===== config.mk =====
export PLATFORM = sky130hd
export DESIGN_NAME = ehist_csr
export DESIGN_NICKNAME = d
export VERILOG_FILES = /design/src/sv/ehist_pkg.sv /design/src/sv/ehist_csr.sv
export SDC_FILE = /design/constraint.sdc
export NUM_CORES = 1
export LEC_CHECK = 0
export BUFFER_PORTS_ARGS = -buffer_cell sky130_fd_sc_hd__buf_2
export CAP_MARGIN = 20
export CORE_ASPECT_RATIO = 1.1
export CORE_MARGIN = 2
export CORE_UTILIZATION = 44
export DETAILED_ROUTE_END_ITERATION = 8
export GPL_TIMING_DRIVEN = 0
export PLACE_DENSITY = 0.77
export SLEW_MARGIN = 30
export SYNTH_ARGS = -nofsm -noshare
export SYNTH_HDL_FRONTEND = slang
export SYNTH_SLANG_ARGS = --single-unit
export TNS_END_PERCENT = 100

===== constraint.sdc =====
create_clock -name clock -period 1.1 [get_ports clock]
set_clock_uncertainty 0.05 [all_clocks]
set_input_delay 0.11 -clock clock [delete_from_list [all_inputs] [get_ports clock]]
set_output_delay 0.11 -clock clock [all_outputs]
set_load 0.01 [all_outputs]

===== src/sv/ehist_pkg.sv =====
package ehist_pkg;

   localparam int MAX_TIME_BINS = 64;
   localparam int MAX_VOLT_BINS = 64;
   localparam int COUNT_WIDTH = 32;

   localparam int CELLS = MAX_TIME_BINS * MAX_VOLT_BINS;
   localparam int ADDR_W = (CELLS > 1) ? $clog2(CELLS) : 1;

   localparam int UI_W = 9;
   localparam int UI_MAX = 256;
   localparam int PHASE_W = 8;
   localparam int NT_W = $clog2(MAX_TIME_BINS + 1);
   localparam int NV_W = $clog2(MAX_VOLT_BINS + 1);
   localparam int DVD_W = PHASE_W + NT_W;
   localparam int DCNT_W = $clog2(DVD_W + 1);
   localparam int VPROD_W = 40;
   localparam int CSR_ADDR_W = 5;

   typedef enum logic [2:0] {
      REG_UI_SAMPLES = 3'd0,
      REG_TIME_BIN_COUNT = 3'd1,
      REG_VOLT_BIN_COUNT = 3'd2,
      REG_WARMUP_INTERVALS = 3'd3,
      REG_V_LOW = 3'd4,
      REG_V_SCALE = 3'd5
   } reg_index_type;

   typedef enum logic {
      REQ_ADD = 1'b0,
      REQ_READ = 1'b1
   } req_kind_type;

   typedef enum logic [2:0] {
      ST_CLEAR,
      ST_IDLE,
      ST_READ_DATA,
      ST_DIVIDE,
      ST_FETCH,
      ST_UPDATE
   } state_type;

   typedef struct packed {
      logic [8:0] ui_samples;
      logic [6:0] time_bin_count;
      logic [6:0] volt_bin_count;
      logic signed [15:0] v_low;
      logic [23:0] v_scale;
      logic warmup_load;
      logic [15:0] warmup_value;
   } cfg_type;

   typedef struct packed {
      logic done;
      logic [DVD_W-1:0] quotient;
   } div_status_type;

   // Counts wider than the result port saturate at its all-ones value.
   function automatic logic [31:0] to_out(logic [COUNT_WIDTH-1:0] c);
      logic [47:0] w;
      w = 48'(c);
      to_out = (w > 48'hFFFF_FFFF) ? 32'hFFFF_FFFF : w[31:0];
   endfunction

endpackage


===== src/sv/ehist_csr.sv =====
module ehist_csr import ehist_pkg::*; (
   input  logic                  clock,
   input  logic                  reset,
   input  logic                  csr_psel,
   input  logic                  csr_penable,
   input  logic                  csr_pwrite,
   input  logic [CSR_ADDR_W-1:0] csr_paddr,
   input  logic [31:0]           csr_pwdata,
   output logic [31:0]           csr_prdata,
   output logic                  csr_pready,
   output cfg_type               cfg
);

   logic [8:0]  ui_ff, ui_in;
   logic [6:0]  ntb_ff, ntb_in;
   logic [6:0]  nvb_ff, nvb_in;
   logic [15:0] warm_ff, warm_in;
   logic [15:0] vlow_ff, vlow_in;
   logic [23:0] vscale_ff, vscale_in;
   logic        wr;
   reg_index_type idx;

   assign csr_pready = 1'b1;
   assign wr = csr_psel && csr_penable && csr_pwrite && csr_pready;
   assign idx = reg_index_type'(csr_paddr[4:2]);

   always_comb begin
      ui_in = ui_ff;
      ntb_in = ntb_ff;
      nvb_in = nvb_ff;
      warm_in = warm_ff;
      vlow_in = vlow_ff;
      vscale_in = vscale_ff;
      if (wr) begin
         case (idx)
            REG_UI_SAMPLES:       ui_in = csr_pwdata[8:0];
            REG_TIME_BIN_COUNT:   ntb_in = csr_pwdata[6:0];
            REG_VOLT_BIN_COUNT:   nvb_in = csr_pwdata[6:0];
            REG_WARMUP_INTERVALS: warm_in = csr_pwdata[15:0];
            REG_V_LOW:            vlow_in = csr_pwdata[15:0];
            REG_V_SCALE:          vscale_in = csr_pwdata[23:0];
            default: ;
         endcase
      end
   end

   always_comb begin
      case (idx)
         REG_UI_SAMPLES:       csr_prdata = 32'(ui_ff);
         REG_TIME_BIN_COUNT:   csr_prdata = 32'(ntb_ff);
         REG_VOLT_BIN_COUNT:   csr_prdata = 32'(nvb_ff);
         REG_WARMUP_INTERVALS: csr_prdata = 32'(warm_ff);
         REG_V_LOW:            csr_prdata = {{16{vlow_ff[15]}}, vlow_ff};
         REG_V_SCALE:          csr_prdata = 32'(vscale_ff);
         default:              csr_prdata = '0;
      endcase
   end

   always_ff @(posedge clock) begin
      if (reset) begin
         ui_ff <= 9'd16;
         ntb_ff <= 7'd16;
         nvb_ff <= 7'd16;
         warm_ff <= 16'd0;
         vlow_ff <= 16'hF000;
         vscale_ff <= 24'h080000;
      end else begin
         ui_ff <= ui_in;
         ntb_ff <= ntb_in;
         nvb_ff <= nvb_in;
         warm_ff <= warm_in;
         vlow_ff <= vlow_in;
         vscale_ff <= vscale_in;
      end
   end

   assign cfg.ui_samples = ui_ff;
   assign cfg.time_bin_count = ntb_ff;
   assign cfg.volt_bin_count = nvb_ff;
   assign cfg.v_low = $signed(vlow_ff);
   assign cfg.v_scale = vscale_ff;
   // The remaining-warmup counter reloads on the same edge as the register.
   assign cfg.warmup_load = wr && (idx == REG_WARMUP_INTERVALS);
   assign cfg.warmup_value = csr_pwdata[15:0];

endmodule


After elaboration in Yosys (flattened, before gate mapping). Index checks and enable logic that the tools add are counted.

Equality and inequality tests: 5. Reduce and logical (&&, ||, !) cells: 10. $add $sub $neg: 0. Bitwise logic cells: 0. Muxes and demuxes: 1. Magnitude comparators: 0. Divide/modulo/power cells: 0. Shifts and indexed selects: 0. $mul: 0.

Operators with widths (count): 32-bit case mux with 6 select lines (1); 2-bit AND reduction (6); 3-bit by 2-bit == test with 1-bit output (second input constant) (2); 3-bit == test (second input constant) (2); 3-bit by 1-bit == test with 1-bit output (second input constant) (1); 1-bit logical AND (3); 3-bit logical NOT (1).

Bits of input ports: 42. Bits in writable memories: 0. Register bits: 79. Bits in latches: 0. Output and inout bits: 113. ROM bits: 0. Memories: 0.

Depth between registers and ports, before layout.
Depth after elaboration: 3. Depth in mapped cells: 6. Depth with buffers taken out: 3.

Least setup slack after synthesis. Ideal clock, no wire load.

Path type: input port to output port. Start point: input csr_paddr[3]. End point: output csr_prdata[25]. Cell stages on the path: 4. Data arrival time: 1074 ps. Slack: -134 ps. Buffers on the path: 2. Cell sequence: buf_4 > nor2_1 > and3_1 > buf_4.

Word-level cells in the longest chain between the ends: 2. Elaborated cells between the ends (all ways): 7. Those cells by class: eq/ne: 5; mux: 1; reduce/logical: 1.

RTL lines: start: declaration (RTL line ehist_csr.sv:7) `input logic [CSR_ADDR_W-1:0] csr_paddr,`; 3-bit == test, or another cell as far along (RTL line ehist_csr.sv:48) `case (idx)`; 32-bit case mux with 6 select lines (*) (RTL line ehist_csr.sv:48); end: declaration (RTL line ehist_csr.sv:9) `output logic [31:0] csr_prdata,`.

Every way passes the cells marked *; elsewhere a longest branch is shown, timed or not.

Final worst setup path.
Start point: register ntb_ff[3]. End point: output csr_prdata[3].

Word-level cells in the longest chain between the ends: 1.

RTL lines: start: declaration (RTL line ehist_csr.sv:15) `logic [6:0] ntb_ff, ntb_in;`; start signal: assignment (RTL line ehist_csr.sv:69) `ntb_ff <= ntb_in;`; 32-bit case mux with 6 select lines (RTL line ehist_csr.sv:48).

No other way between the ends.

==> impl_metrics.yaml <==
setup_path:
  rr_startpoint: "vlow_ff[15]"
  crit_path_required_time_ns: 0.94
  crit_end: "csr_prdata[3]"
  r2r_slack_ns: 0.24
  number_of_cells_traversed_by_the_worst_register_to_register_path: 3
  timing.critical_path.to_type: "output pin"
  reg2reg_to: "vlow_ff[15]"
  worst-endpoint-arrival_ns: 1.44
  critical_path_peak_fanout: 2
  timing_worst_setup_path_type: "flip-flop to output pin"
  worstSetupStartpoint: "ntb_ff[3]"
  worstSetupStartpointType: "flip-flop"
synth:
  number_of_enable_flip_flop_cells_after_synthesis: 0
  ys_dominant_reg_cell: "dfxtp_1"
  post_synth_inst_count: 472
  synth_nets: 514
  postSynthAreaPerCell_um2: 8.45
  yosysUniqueCellTypes: 34
  share_of_async_settable_or_async_resettable_flops_after_synthesis_pct: 0
  yosys_top_cell_by_area: "dfxtp_1"
  post-synth-top-area-fraction_pct: 39.6
  seq_cells_post_synth: 79
  synth_sequential_area_ratio_pct: 39.6
  largest_cells_by_area_after_synthesis: "dfxtp_1 (40%), mux2i_1 (10%), a21oi_1 (8.3%), nand3_1 (7.7%), buf_4 (7.3%)"
  synthesis.yosys.warnings: 0
  synth.cell_area_um2: 3990
sta:
  fin_crit_sh_pct: 146
  timing_max_transition_violations_final: 0
  postLayoutSetupSlackWorst_ns: -0.503
  relSlewSlack_pct: 60.1
  rsz0062_at_grt: "true"
  min_period_ns: 1.60
  setup_violations: 35
  tightest_slew_ns: 0.599
  fmax_mhz: 624
  holdWs_ns: 0.00199
  hold_viol: 0
floorplan:
  start_util_pct: 45.2
  chipWidth_um: 94.8
  design.core.area_um2: 8830
  die-height_um: 104
  pin_count: 155
  die-area_um2: 9850
  number_of_placement_rows: 36
global_routing:
  grt_pass1_vias: 4302
  grt_start_max_net_pins: 19
  global_route.usage.total_pct: 28.9
  grt_remaining_overflow: 0
  grt_pass1_wl_um: 22200
  number_of_antenna_violations_at_the_first_check_in_global_routing: 0
cts:
  clkTransAtPathRegs_ns: 0.09
  cts-buffers-inserted: 9
  clock_insertion_delay_worst_skew_ns: 0.36
  cts_htree_levels: 3
  cts-root-buf: "clkbuf_8"
  clock_tree_from_tritoncts: "built"
  ctsLongestPathBuffers: 2
  cts_sinks: 79
place:
  place.gp.congestion: 0.880
  post-dp-hpwl_um: 9970
  pre_cts_slack_ns: -0.409
  place.port_buffers: 141
  placedCellCount: 727
cells_and_area:
  nFillCells: 700
  antenna_cells_inserted: 0
  layout-drive-gt1-share_pct: 45.9
  fin_nets: 713
  finish.cell_count_without_fillers: 790
  leading_cell_type_in_the_layout_fill_and_taps_excluded: "buf_2"
  layout.core_utilization_pct: 67.1
  areaGrowthSynthToFinish_pct: 48.5
  layout_common_cells: "buf_2 (126), nand3_1 (61), a21oi_1 (57)"
routing:
  routedWlPerCell_um: 18.8
  ant_nets: 0
  wl_um: 14800
  drt-pass1-iter-count: 6
  drt_first_iter_violations: 690
  via_count: 4559
  drc: 0
  via_per_inst: 5.77
power_and_ir_drop:
  power.static_leakage_nw: 2.69
  power_mw: 6.36
  vdd.ir_drop.worst_mv: 0.618
  power_per_cell_area_nw_per_um2: 1070
run:
  maxCapViolCount: 0
min_path:
  timing.hold.worst.class: "input port to flip-flop"
  worstHoldStart: "csr_pwdata[15]"
run_status:
  status: "finished with violations"
  failed_checks: "setup timing"
-- per-stage QoR --
step	setup TNS [ns]	cell area [um^2]
5_1_grt	-10.07	5930
2_1_floorplan	-0.141	4020
6_report	-8.82	5930
4_1_cts	-9.33	5670
3_5_place_dp	-22.59	4860
3_3_place_gp	-19.06	4860
-- worst max-delay path: stages, from the launching register on --
cell	delay, ns
dfxtp_2	0.33
mux2_2	0.26
a32oi_2	0.18
o311ai_2	0.14
buf_2	0.16
-- flip-flops by register name, indices dropped and copies added (netlist names) --
signal,cells
vscale_ff,24
ui_ff,9
ntb_ff,7
vlow_ff,16
warm_ff,16
nvb_ff,7
-- Yosys cell counts (2+ instances only) --
master,instances
dfxtp_1,79
a21oi_1,66
nand3_1,61
o21ai_0,48
mux2i_1,40
buf_4,39
nand2b_1,25
clkbuf_1,20
nor2_1,17
nand2_1,13
buf_2,9
o21ai_1,9
mux2_2,7
o2bb2ai_1,6
a32oi_1,4
o221ai_1,3
o311ai_0,3
a22oi_1,2
and2b_1,2
nand2_4,2
nor2_2,2
nor2b_1,2
o22ai_1,2
-- kinds of logic after synthesis --
family	synth area share [%]
buffers and inverters	10.8
other	0.0940
AO/OA/AOI/OAI	20.0
multiplexers	12.0
flip-flops	39.6
AND/OR/NAND/NOR	17.5
-- worst min-delay path by stage --
stage	slack (ns)	to	depth (start not counted)
2_1_floorplan	0.21	nvb_ff[0]	2
3_3_place_gp	0.32	vscale_ff[16]	3
3_5_place_dp	0.32	vscale_ff[23]	3
4_1_cts	0.0007	warm_ff[15]	3
5_1_grt	0.02	vscale_ff[1]	3
6_report	0.002	vscale_ff[15]	3
-- report_power, final --
part	leakage [nW]	switching, mW	internal [mW]	total (mW)
clock network	0.112	1.13	1.40	2.53
registers	0.649	0.0165	2.88	2.89
logic	1.93	0.530	0.407	0.937
-- area by class of cell --
type                       instances  area, um^2  area share [%]
tap                              114         143            2.41
multi-input combinational        324        2140            36.0
buffer                            68         489            8.25
sequential                        79        1630            27.4
clock inverter                     5        80.1            1.35
timing repair buffer             189        1300            22.0
clock buffer                      11         151            2.55
-- repair_timing --
action	CTS	global route
resized for setup	71	60
setup buffers	16	10
pin swaps	12	8
cloned	1	1
hold buffers	22	0
setup endpoints to repair	34	69
hold endpoints to repair	23	0
-- per-layer routing --
layer	routed length [um]	track usage, %	up-vias
met1	5580	34.3	2113
li1	-	-	2066
met5	0	0	-
met4	515	13.3	0
met3	1450	6.45	60
met2	7290	49.0	320
No activity file was read; power rests on OpenSTA's default activity.
