--- src/sv/ehist_pkg.sv ---
package ehist_pkg;

   localparam int MAX_TIME_BINS = 64;
   localparam int MAX_VOLT_BINS = 64;
   localparam int COUNT_WIDTH = 32;

   localparam int CELLS = MAX_TIME_BINS * MAX_VOLT_BINS;
   localparam int ADDR_W = (CELLS > 1) ? $clog2(CELLS) : 1;

   localparam int UI_W = 9;
   localparam int UI_MAX = 256;
   localparam int PHASE_W = 8;
   localparam int NT_W = $clog2(MAX_TIME_BINS + 1);
   localparam int NV_W = $clog2(MAX_VOLT_BINS + 1);
   localparam int DVD_W = PHASE_W + NT_W;
   localparam int DCNT_W = $clog2(DVD_W + 1);
   localparam int VPROD_W = 40;
   localparam int CSR_ADDR_W = 5;

   typedef enum logic [2:0] {
      REG_UI_SAMPLES = 3'd0,
      REG_TIME_BIN_COUNT = 3'd1,
      REG_VOLT_BIN_COUNT = 3'd2,
      REG_WARMUP_INTERVALS = 3'd3,
      REG_V_LOW = 3'd4,
      REG_V_SCALE = 3'd5
   } reg_index_type;

   typedef enum logic {
      REQ_ADD = 1'b0,
      REQ_READ = 1'b1
   } req_kind_type;

   typedef enum logic [2:0] {
      ST_CLEAR,
      ST_IDLE,
      ST_READ_DATA,
      ST_DIVIDE,
      ST_FETCH,
      ST_UPDATE
   } state_type;

   typedef struct packed {
      logic [8:0] ui_samples;
      logic [6:0] time_bin_count;
      logic [6:0] volt_bin_count;
      logic signed [15:0] v_low;
      logic [23:0] v_scale;
      logic warmup_load;
      logic [15:0] warmup_value;
   } cfg_type;

   typedef struct packed {
      logic done;
      logic [DVD_W-1:0] quotient;
   } div_status_type;

   // Counts wider than the result port saturate at its all-ones value.
   function automatic logic [31:0] to_out(logic [COUNT_WIDTH-1:0] c);
      logic [47:0] w;
      w = 48'(c);
      to_out = (w > 48'hFFFF_FFFF) ? 32'hFFFF_FFFF : w[31:0];
   endfunction

endpackage

--- src/sv/ehist_div.sv ---
module ehist_div import ehist_pkg::*; (
   input  logic                 clock,
   input  logic                 reset,
   input  logic                 start,
   input  logic [DVD_W-1:0]     dividend,
   input  logic [UI_W-1:0]      divisor,
   output div_status_type       status
);

   logic [UI_W-1:0]   rem_ff, rem_in;
   logic [UI_W-1:0]   dsr_ff, dsr_in;
   logic [DVD_W-1:0]  quo_ff, quo_in;
   logic [DCNT_W-1:0] cnt_ff, cnt_in;
   logic              busy_ff, busy_in;
   logic              done_ff, done_in;
   logic [UI_W:0]     trial;

   // Restoring division, one quotient bit per cycle, MSB first.
   always_comb begin
      trial = {rem_ff, quo_ff[DVD_W-1]};
      rem_in = rem_ff;
      dsr_in = dsr_ff;
      quo_in = quo_ff;
      cnt_in = cnt_ff;
      busy_in = busy_ff;
      done_in = done_ff;
      if (start) begin
         rem_in = '0;
         dsr_in = divisor;
         quo_in = dividend;
         cnt_in = '0;
         busy_in = 1'b1;
         done_in = 1'b0;
      end else if (busy_ff) begin
         if (trial >= {1'b0, dsr_ff}) begin
            rem_in = UI_W'(trial - {1'b0, dsr_ff});
            quo_in = {quo_ff[DVD_W-2:0], 1'b1};
         end else begin
            rem_in = trial[UI_W-1:0];
            quo_in = {quo_ff[DVD_W-2:0], 1'b0};
         end
         cnt_in = cnt_ff + 1'b1;
         if (cnt_ff == DCNT_W'(DVD_W - 1)) begin
            busy_in = 1'b0;
            done_in = 1'b1;
         end
      end
   end

   always_ff @(posedge clock) begin
      if (reset) begin
         busy_ff <= 1'b0;
         done_ff <= 1'b0;
      end else begin
         busy_ff <= busy_in;
         done_ff <= done_in;
      end
      rem_ff <= rem_in;
      dsr_ff <= dsr_in;
      quo_ff <= quo_in;
      cnt_ff <= cnt_in;
   end

   assign status.done = done_ff;
   assign status.quotient = quo_ff;

endmodule

--- config.mk ---
export PLATFORM = sky130hd
export DESIGN_NAME = ehist_div
export DESIGN_NICKNAME = d
export VERILOG_FILES = /design/src/sv/ehist_pkg.sv /design/src/sv/ehist_div.sv
export SDC_FILE = /design/constraint.sdc
export NUM_CORES = 1
export LEC_CHECK = 0
export ABC_AREA = 1
export BUFFER_PORTS_ARGS = -buffer_cell sky130_fd_sc_hd__buf_4
export CORE_UTILIZATION = 57
export DETAILED_ROUTE_END_ITERATION = 10
export PLACE_DENSITY = 0.86
export SYNTH_ARGS = -nofsm -noshare
export SYNTH_HDL_FRONTEND = slang
export SYNTH_SLANG_ARGS = --single-unit
--- constraint.sdc ---
create_clock -name clock -period 4.25 [get_ports clock]
set_input_delay 0.6375 -clock clock [delete_from_list [all_inputs] [get_ports clock]]
set_output_delay 0.6375 -clock clock [all_outputs]
set_load 0.02 [all_outputs]
* Word level (Yosys, flattened, before mapping) *
Cells that the tools add are included.
Widths: inputs -> output; s select.

word-level totals
  flip-flop bits (word level) = 39
  latch bits = 0
  bits in writable memories = 0
  memory bits (read-only) = 0
  bits of input ports = 27
  output and inout port bits = 16
  memories = 0

operators by class
  add/sub/neg operators = 2
  multipliers = 0
  divide/modulo/power cells = 0
  $lt $le $gt $ge = 1
  eq/ne operators = 1
  shift operators = 0
  multiplexer cells = 7
  bitwise operators = 0
  reduce and logical (&&, ||, !) cells = 3

operator list
  operator             count
  $mux 15              2
  $ge 10x9->1          1
  $mux 9               1
  $sub 9x9->9          1
  $add 4x1->4 const B  1
  $eq 4x4->1 const B   1
  $mux 1               4
  $reduce_and 2->1     1
  $reduce_bool 2->1    1
  $reduce_or 2->1      1

* Logic depth before layout (Yosys ltp) *
Gate-level depths: netlist of the first run.

  depth in word-level cells = 4
  gate-level depth with buffers = 13

* Worst setup path before layout of the first run *
No wires, ideal clock.

  path type = register to register
  start = register quo_ff[14]
  end = register quo_ff[0] (data pin)
  arrival = 1688 ps
  slack = 2299 ps
  cell stages (with the launch flop) = 10
  buffers on the path = 1
  clock period less this slack = 1951 ps
  cells stage by stage = edfxtp_1 > inv_1 > ha_1 > inv_1 > fa_1 > nand4_1 > nand2_1 > nand2_2 > buf_6 > a31oi_1

between the ends
  word-level cells in the longest chain between the ends = 4

RTL lines
  what                    RTL line         source
  from (decl)             ehist_div.sv:12  logic [DVD_W-1:0] quo_ff, quo_in;
  from (signal assigned)  ehist_div.sv:60  quo_ff <= quo_in;
  $ge 10x9->1             ehist_div.sv:35  if (trial >= {1'b0, dsr_ff}) begin
  $mux 1                  ehist_div.sv:35
  $mux 15                 ehist_div.sv:34  end else if (busy_ff) begin
  $mux 15                 ehist_div.sv:27  if (start) begin
  named net quo_in[0]     ehist_div.sv:12

The timed path passes the listed nets, and every way through them passes these cells. The select of a mux whose other input is x is not followed.
A chain may end at the register's enable or synchronous reset.

* Worst setup path after layout of the first run *
  start = register dsr_ff[5]
  end = register rem_ff[7]

between the ends
  word-level cells in the longest chain between the ends = 2
  elaborated cells between the ends (all ways) = 3
  those cells by class = 1 x add/sub; 1 x order compare; 1 x mux

RTL lines
  what                                        RTL line                          source
  from (decl)                                 ehist_div.sv:11                   logic [UI_W-1:0] dsr_ff, dsr_in;
  from (signal assigned)                      ehist_div.sv:59                   dsr_ff <= dsr_in;
  $sub 9x9->9 or $ge 10x9->1 (tied branches)  ehist_div.sv:36, ehist_div.sv:35
  $mux 9 *                                    ehist_div.sv:35
  to (signal assigned)                        ehist_div.sv:58                   rem_ff <= rem_in;
  to (decl)                                   ehist_div.sv:10                   logic [UI_W-1:0] rem_ff, rem_in;

Every way passes the cells marked *; elsewhere a longest branch is shown, timed or not.

==> impl_metrics.json, run 1 <==
{
  "status": "complete, no violations",
  "setup_violations": 0,
  "nFillCells": 280,
  "synth-seq-area-share_pct": 46.8,
  "clk_latency_ns": 0.28,
  "postCtsHoldBufs": 0,
  "fp.dieArea_um2": 4070,
  "worstPathMaxFanout": 11,
  "worst_pin_slew_ns": 1.02,
  "cp-end-kind": "flop",
  "syn-num-nets": 311,
  "core_area_um2": 3660,
  "dr.pass1.iters": 5,
  "cp.arrival_ns": 2.61,
  "cts_setup_buffers": 0,
  "required_ns": 4.48,
  "htreeDepth": 2,
  "fmax_mhz": 421,
  "cts_sinks": 39,
  "rsz0062_at_grt": "false",
  "min-delay-start": "cnt_ff[3]$_SDFFE_PP0P_",
  "highest_layer": "met4",
  "period_needed_ns": 2.38,
  "drtIter0Drc": 84,
  "rr_startpoint": "dsr_ff[5]$_DFFE_PP_",
  "die-height_um": 63.8,
  "hold_depth": 2,
  "synth_area_leader_cell": "edfxtp_1",
  "antennaDiodeCount": 0,
  "ioPinCount": 43,
  "routed-wl-met3_um": 210,
  "crit_start": "dsr_ff[5]$_DFFE_PP_",
  "syn_avg_cell_area_um2": 8.01,
  "rows": 22,
  "dpl.hpwl_um": 3200,
  "peakVddDrop_uv": 276,
  "gp_congestion": 0.883,
  "synth_cell_types": 24,
  "antenna_found_initial": 0,
  "ys_ff_latch": 39,
  "die_x_um": 63.8,
  "critPathLaunchType": "flop",
  "vias": 1765,
  "grt_pass1_vias": 1770,
  "synth_cells": 272,
  "vias_per_cell": 4.89,
  "final_common_cell": "nand2_1",
  "final_layout_size_suffix_gt1_share_pct": 21.4,
  "numPortBuffers": 42,
  "power_density_nw_per_um2": 340,
  "power.total_w": 0.000880,
  "min_path_type": "flop to flop",
  "timing.setup.tns_ns": 0,
  "syn_to_final_growth_pct": 18.9,
  "critical_path_class": "flop to flop",
  "maxSlewHeadroom_pct": 31.7,
  "maxSlewViolCount": 0,
  "syn-cell-area_um2": 2180,
  "p_leak_nw": 1.37,
  "start_util_pct": 59.5,
  "cts_max_path_buffers": 2,
  "hold_viol": 0,
  "fin_worst_skew_ns": 0.00521,
  "grt_overflow": 0,
  "cts_tree": "built",
  "timing.final.crit_share_pct": 55.9,
  "wl_met1_um": 1900,
  "maxCapViolations": 0,
  "cts_resized": 0,
  "final_nets": 351,
  "numCtsBuffers": 5,
  "mostFrequentLayoutCells": "nand2_1 (107), buf_4 (42), inv_1 (38), edfxtp_1 (24), nand3_1 (17)",
  "wire_per_inst_um": 11.5,
  "grt_pass1_wl_um": 7310,
  "rr_worst_depth": 11,
  "grt_max_degree": 27,
  "yosys-top-cells-area": "edfxtp_1 (33%), nand2_1 (18%), dfxtp_1 (14%)",
  "drc": 0,
  "grt_usage_pct": 22.9,
  "root_buffer": "clkbuf_8",
  "clk_pin_slew_ns": 0.07,
  "yosysWarnings": 0,
  "met2_length_um": 1990,
  "ant_nets": 0,
  "netlist.area_leader.share_pct": 33.1,
  "routed_wl_um": 4160
}
-- area by class of cell --
class	count	area [um2]	share of cell area (%)
clock buffers	8	100	3.86
inverters	40	151	5.84
multi-input cells	184	945	36.4
flip-flops and latches	39	1020	39.4
well taps	48	60.1	2.32
repair buffers	42	315	12.2
-- per-layer routing --
| metal | track usage (%) | up-vias |
|---|---|---|
| li1 | - | 932 |
| met1 | 28.2 | 780 |
| met2 | 39.5 | 47 |
| met3 | 4.11 | 6 |
| met4 | 8.81 | 0 |
| met5 | 0 | - |
-- power by group --
| group | leakage (nW) | switching, W | internal (W) |
|---|---|---|---|
| registers | 0.364 | 0.0000164 | 0.000433 |
| logic | 0.958 | 0.0000948 | 0.0000693 |
| clock network | 0.0515 | 0.000119 | 0.000148 |
| total | 1.37 | 0.000230 | 0.000651 |
-- state kept, by name (all words and copies together) (netlist names) --
signal,cells
done_ff,1
dsr_ff,9
cnt_ff,4
quo_ff,15
busy_ff,1
rem_ff,9
-- cell usage after synthesis --
master and n:
nand2_1 107, buf_6 3, o21ai_0 5, inv_1 38, nor2_2 2, inv_2 1
fa_1 1, or2_1 1, a31oi_1 1, a21oi_1 8, edfxtp_1 24, nand3_1 17
ha_1 11, nand4_1 3, nor2_1 11, nand3_2 9, buf_2 2, nand2_2 4
xnor2_1 3, clkbuf_1 3, a21oi_2 1, dfxtp_1 15, buf_4 1, clkinv_2 1
-- critical path: stages, from the launching register on --
cell and delay (ns):
edfxtp_1 0.33, inv_1 0.04, ha_1 0.35, nand2_2 0.13, nor2_2 0.04, nand2_1 0.05
nor2_1 0.04, nor2_1 0.76, nand2_2 0.26, nand2_1 0.14, nand3_1 0.08, nand2_1 0.09
-- logic make-up after synthesis --
logic type	count (synthesis)	share of synthesized area [%]
DFF	39	46.8
adders and majority gates	12	7.23
and+or+nand+nor	154	31.2
AOI/OAI and AO/OA	15	3.67
xor gates and xnor gates	3	1.21
buffers and inverters	49	9.82
-- path summary, 6_finish.rpt --
kind / to / slack (ns)
hold reg to reg: cnt_ff[3]$_SDFFE_PP0P_ / 0.48
setup / recovery: rem_ff[7]$_SDFFE_PP0P_ / 1.87
hold / removal: cnt_ff[3]$_SDFFE_PP0P_ / 0.48
setup reg to reg: rem_ff[7]$_SDFFE_PP0P_ / 1.87
-- through the flow --
| step | worst slack (ns) | hold slack [ns] | util, % | cell area (um2) | instances |
|---|---|---|---|---|---|
| floorplan | 2.30 | 0.439 | - | 2180 | 272 |
| global placement | 1.94 | 0.453 | 68.1 | 2490 | 353 |
| finish | 1.87 | 0.483 | 70.8 | 2590 | 361 |
| detailed placement | 1.92 | 0.464 | 68.1 | 2490 | 353 |
| CTS | 1.89 | 0.478 | 70.8 | 2590 | 361 |
| global route | 1.67 | 0.497 | 70.8 | 2590 | 361 |
Power figures use the tool's default switching activity.
==> run 2, diff against run 1 <==
- CORE_UTILIZATION: 57 -> 55
- PLACE_DENSITY: 0.86 -> 0.84
- clock period: 4.25 -> 2.4 ns (I/O delays scaled with it)
==> run 2 against run 1 <==
Hold slack got worse by 0.26 ns; via count increased by 4.1%; power increased by 72%; clock power increased by 58%; highest routed layer unchanged.
==> impl_metrics.json, run 2 (synthesis results as in run 1) <==
{
  "peakVddDrop_uv": 427,
  "syn_to_final_growth_pct": 18.4,
  "vias_per_cell": 5.08,
  "fmax_mhz": 468,
  "mostFrequentLayoutCells": "nand2_1 (107), buf_4 (43), inv_1 (38), edfxtp_1 (24), nand3_1 (17)",
  "die-height_um": 65.0,
  "r2r_slack_ns": 0.26,
  "die_x_um": 65.0,
  "path_cells": "inv_1, ha_1, inv_1, fa_1, nand4_1, nand2_1, nand2_2, nand2_2, nand2_1, nand3_1, nand2_1",
  "crit_top_cell": "nand2_1",
  "ioPinCount": 43,
  "final_layout_size_suffix_gt1_share_pct": 21.3,
  "timing.setup.tns_ns": 0,
  "worstPathMaxFanout": 11,
  "cp-end-kind": "flop",
  "grt_max_degree": 27,
  "critPathLaunchType": "flop",
  "worst_pin_slew_ns": 0.646,
  "whs_endpoint": "busy_ff$_SDFF_PP0_",
  "maxCapViolations": 0,
  "regMostFlops": "quo_ff",
  "start_util_pct": 58.2,
  "dr.pass1.iters": 4,
  "p_leak_nw": 1.37,
  "maxSlewHeadroom_pct": 56.8,
  "rr_worst_depth": 11,
  "rsz0062_at_grt": "false",
  "largest_reg_flops": 15,
  "grt_usage_pct": 22.9,
  "period_needed_ns": 2.14,
  "final_nets": 352,
  "grt_pass1_vias": 1680,
  "dpl.hpwl_um": 3290,
  "fin_worst_skew_ns": 0.00343,
  "final_common_cell": "nand2_1",
  "cts_resized": 0,
  "rr_startpoint": "quo_ff[14]$_DFFE_PP_",
  "min_path_type": "input pin to flop",
  "clk_latency_ns": 0.29,
  "wire_per_inst_um": 12.0,
  "numPortBuffers": 42,
  "antenna_found_initial": 0,
  "hold_depth": 2,
  "status": "complete, no violations",
  "gp_congestion": 0.838,
  "cpMaxStageDelayCell": "fa_1",
  "cts_setup_buffers": 0,
  "core_area_um2": 3740,
  "required_ns": 2.64,
  "drtIter0Drc": 112,
  "setup_violations": 0,
  "cts_max_path_buffers": 2,
  "timing.final.crit_share_pct": 89.0,
  "path_delay_family": "simple AND/OR/NAND/NOR gates",
  "maxSlewViolCount": 0,
  "vias": 1838,
  "grt_pass1_wl_um": 7250,
  "cts_tree": "built",
  "cts_sinks": 39,
  "min-delay-start": "reset",
  "power.total_w": 0.00151,
  "htreeDepth": 2,
  "grt_overflow": 0,
  "numCtsBuffers": 5,
  "root_buffer": "clkbuf_8",
  "rows": 22,
  "cp.buffers_inverters": 2,
  "reg_top3": "quo_ff: 15 flops, dsr_ff: 9 flops, rem_ff: 9 flops",
  "fp.dieArea_um2": 4220,
  "hold_viol": 0,
  "antennaDiodeCount": 0,
  "cp.arrival_ns": 2.37,
  "ant_nets": 0,
  "power_density_nw_per_um2": 585,
  "finalCoreUtilization_pct": 69.0,
  "postCtsHoldBufs": 0,
  "routed_wl_um": 4340,
  "critPathMaxStageDelay_ns": 0.43,
  "clk_pin_slew_ns": 0.07,
  "drc": 0,
  "r2r-end": "rem_ff[7]$_SDFFE_PP0P_",
  "critical_path_class": "flop to flop"
}
==> run 2: power by group <==
part           leakage (nW)  switching [W]  total, W  internal (W)
Combinational         0.963       0.000169  0.000293      0.000124
Clock                0.0422       0.000216  0.000420      0.000204
Sequential            0.364      0.0000306  0.000798      0.000767
==> run 2: layout make-up <==
class / count / area, um2
well taps: 48 / 60.1
multi-input cells: 184 / 945
fillers: 333 / 1160
flip-flops and latches: 39 / 1020
clock buffers: 7 / 76.3
clock inverters: 1 / 5.00
inverters: 40 / 151
repair buffers: 43 / 323
==> run 2: metal layers <==
| layer | up-vias | part of all wire (%) | GRT usage [%] |
|---|---|---|---|
| met2 | 52 | 47 | 37.4 |
| met5 | - | 0 | 0 |
| met4 | 0 | 2.2 | 12.8 |
| met1 | 839 | 46 | 28.4 |
| li1 | 938 | - | - |
| met3 | 9 | 4.9 | 4.23 |
==> run 2: metrics by stage <==
step	hold WS [ns]	area, um2	cells	setup WS [ns]
after floorplan	0.429	2180	272	0.449
after global placement	0.453	2500	354	0.380
after detailed placement	0.461	2500	354	0.284
after CTS	0.220	2580	362	0.261
after global routing	0.223	2580	362	0.110
final	0.225	2580	362	0.263
==> run 2: how the worst max path moves through the flow <==
stage | from | to | cells past startpoint
2_1_floorplan | quo_ff[14]$_DFFE_PP_ | quo_ff[0]$_DFFE_PP_ | 9
3_3_place_gp | quo_ff[14]$_DFFE_PP_ | rem_ff[4]$_SDFFE_PP0P_ | 11
3_5_place_dp | quo_ff[14]$_DFFE_PP_ | rem_ff[3]$_SDFFE_PP0P_ | 11
4_1_cts | quo_ff[14]$_DFFE_PP_ | rem_ff[3]$_SDFFE_PP0P_ | 11
5_1_grt | quo_ff[14]$_DFFE_PP_ | rem_ff[3]$_SDFFE_PP0P_ | 11
6_report | quo_ff[14]$_DFFE_PP_ | rem_ff[7]$_SDFFE_PP0P_ | 11
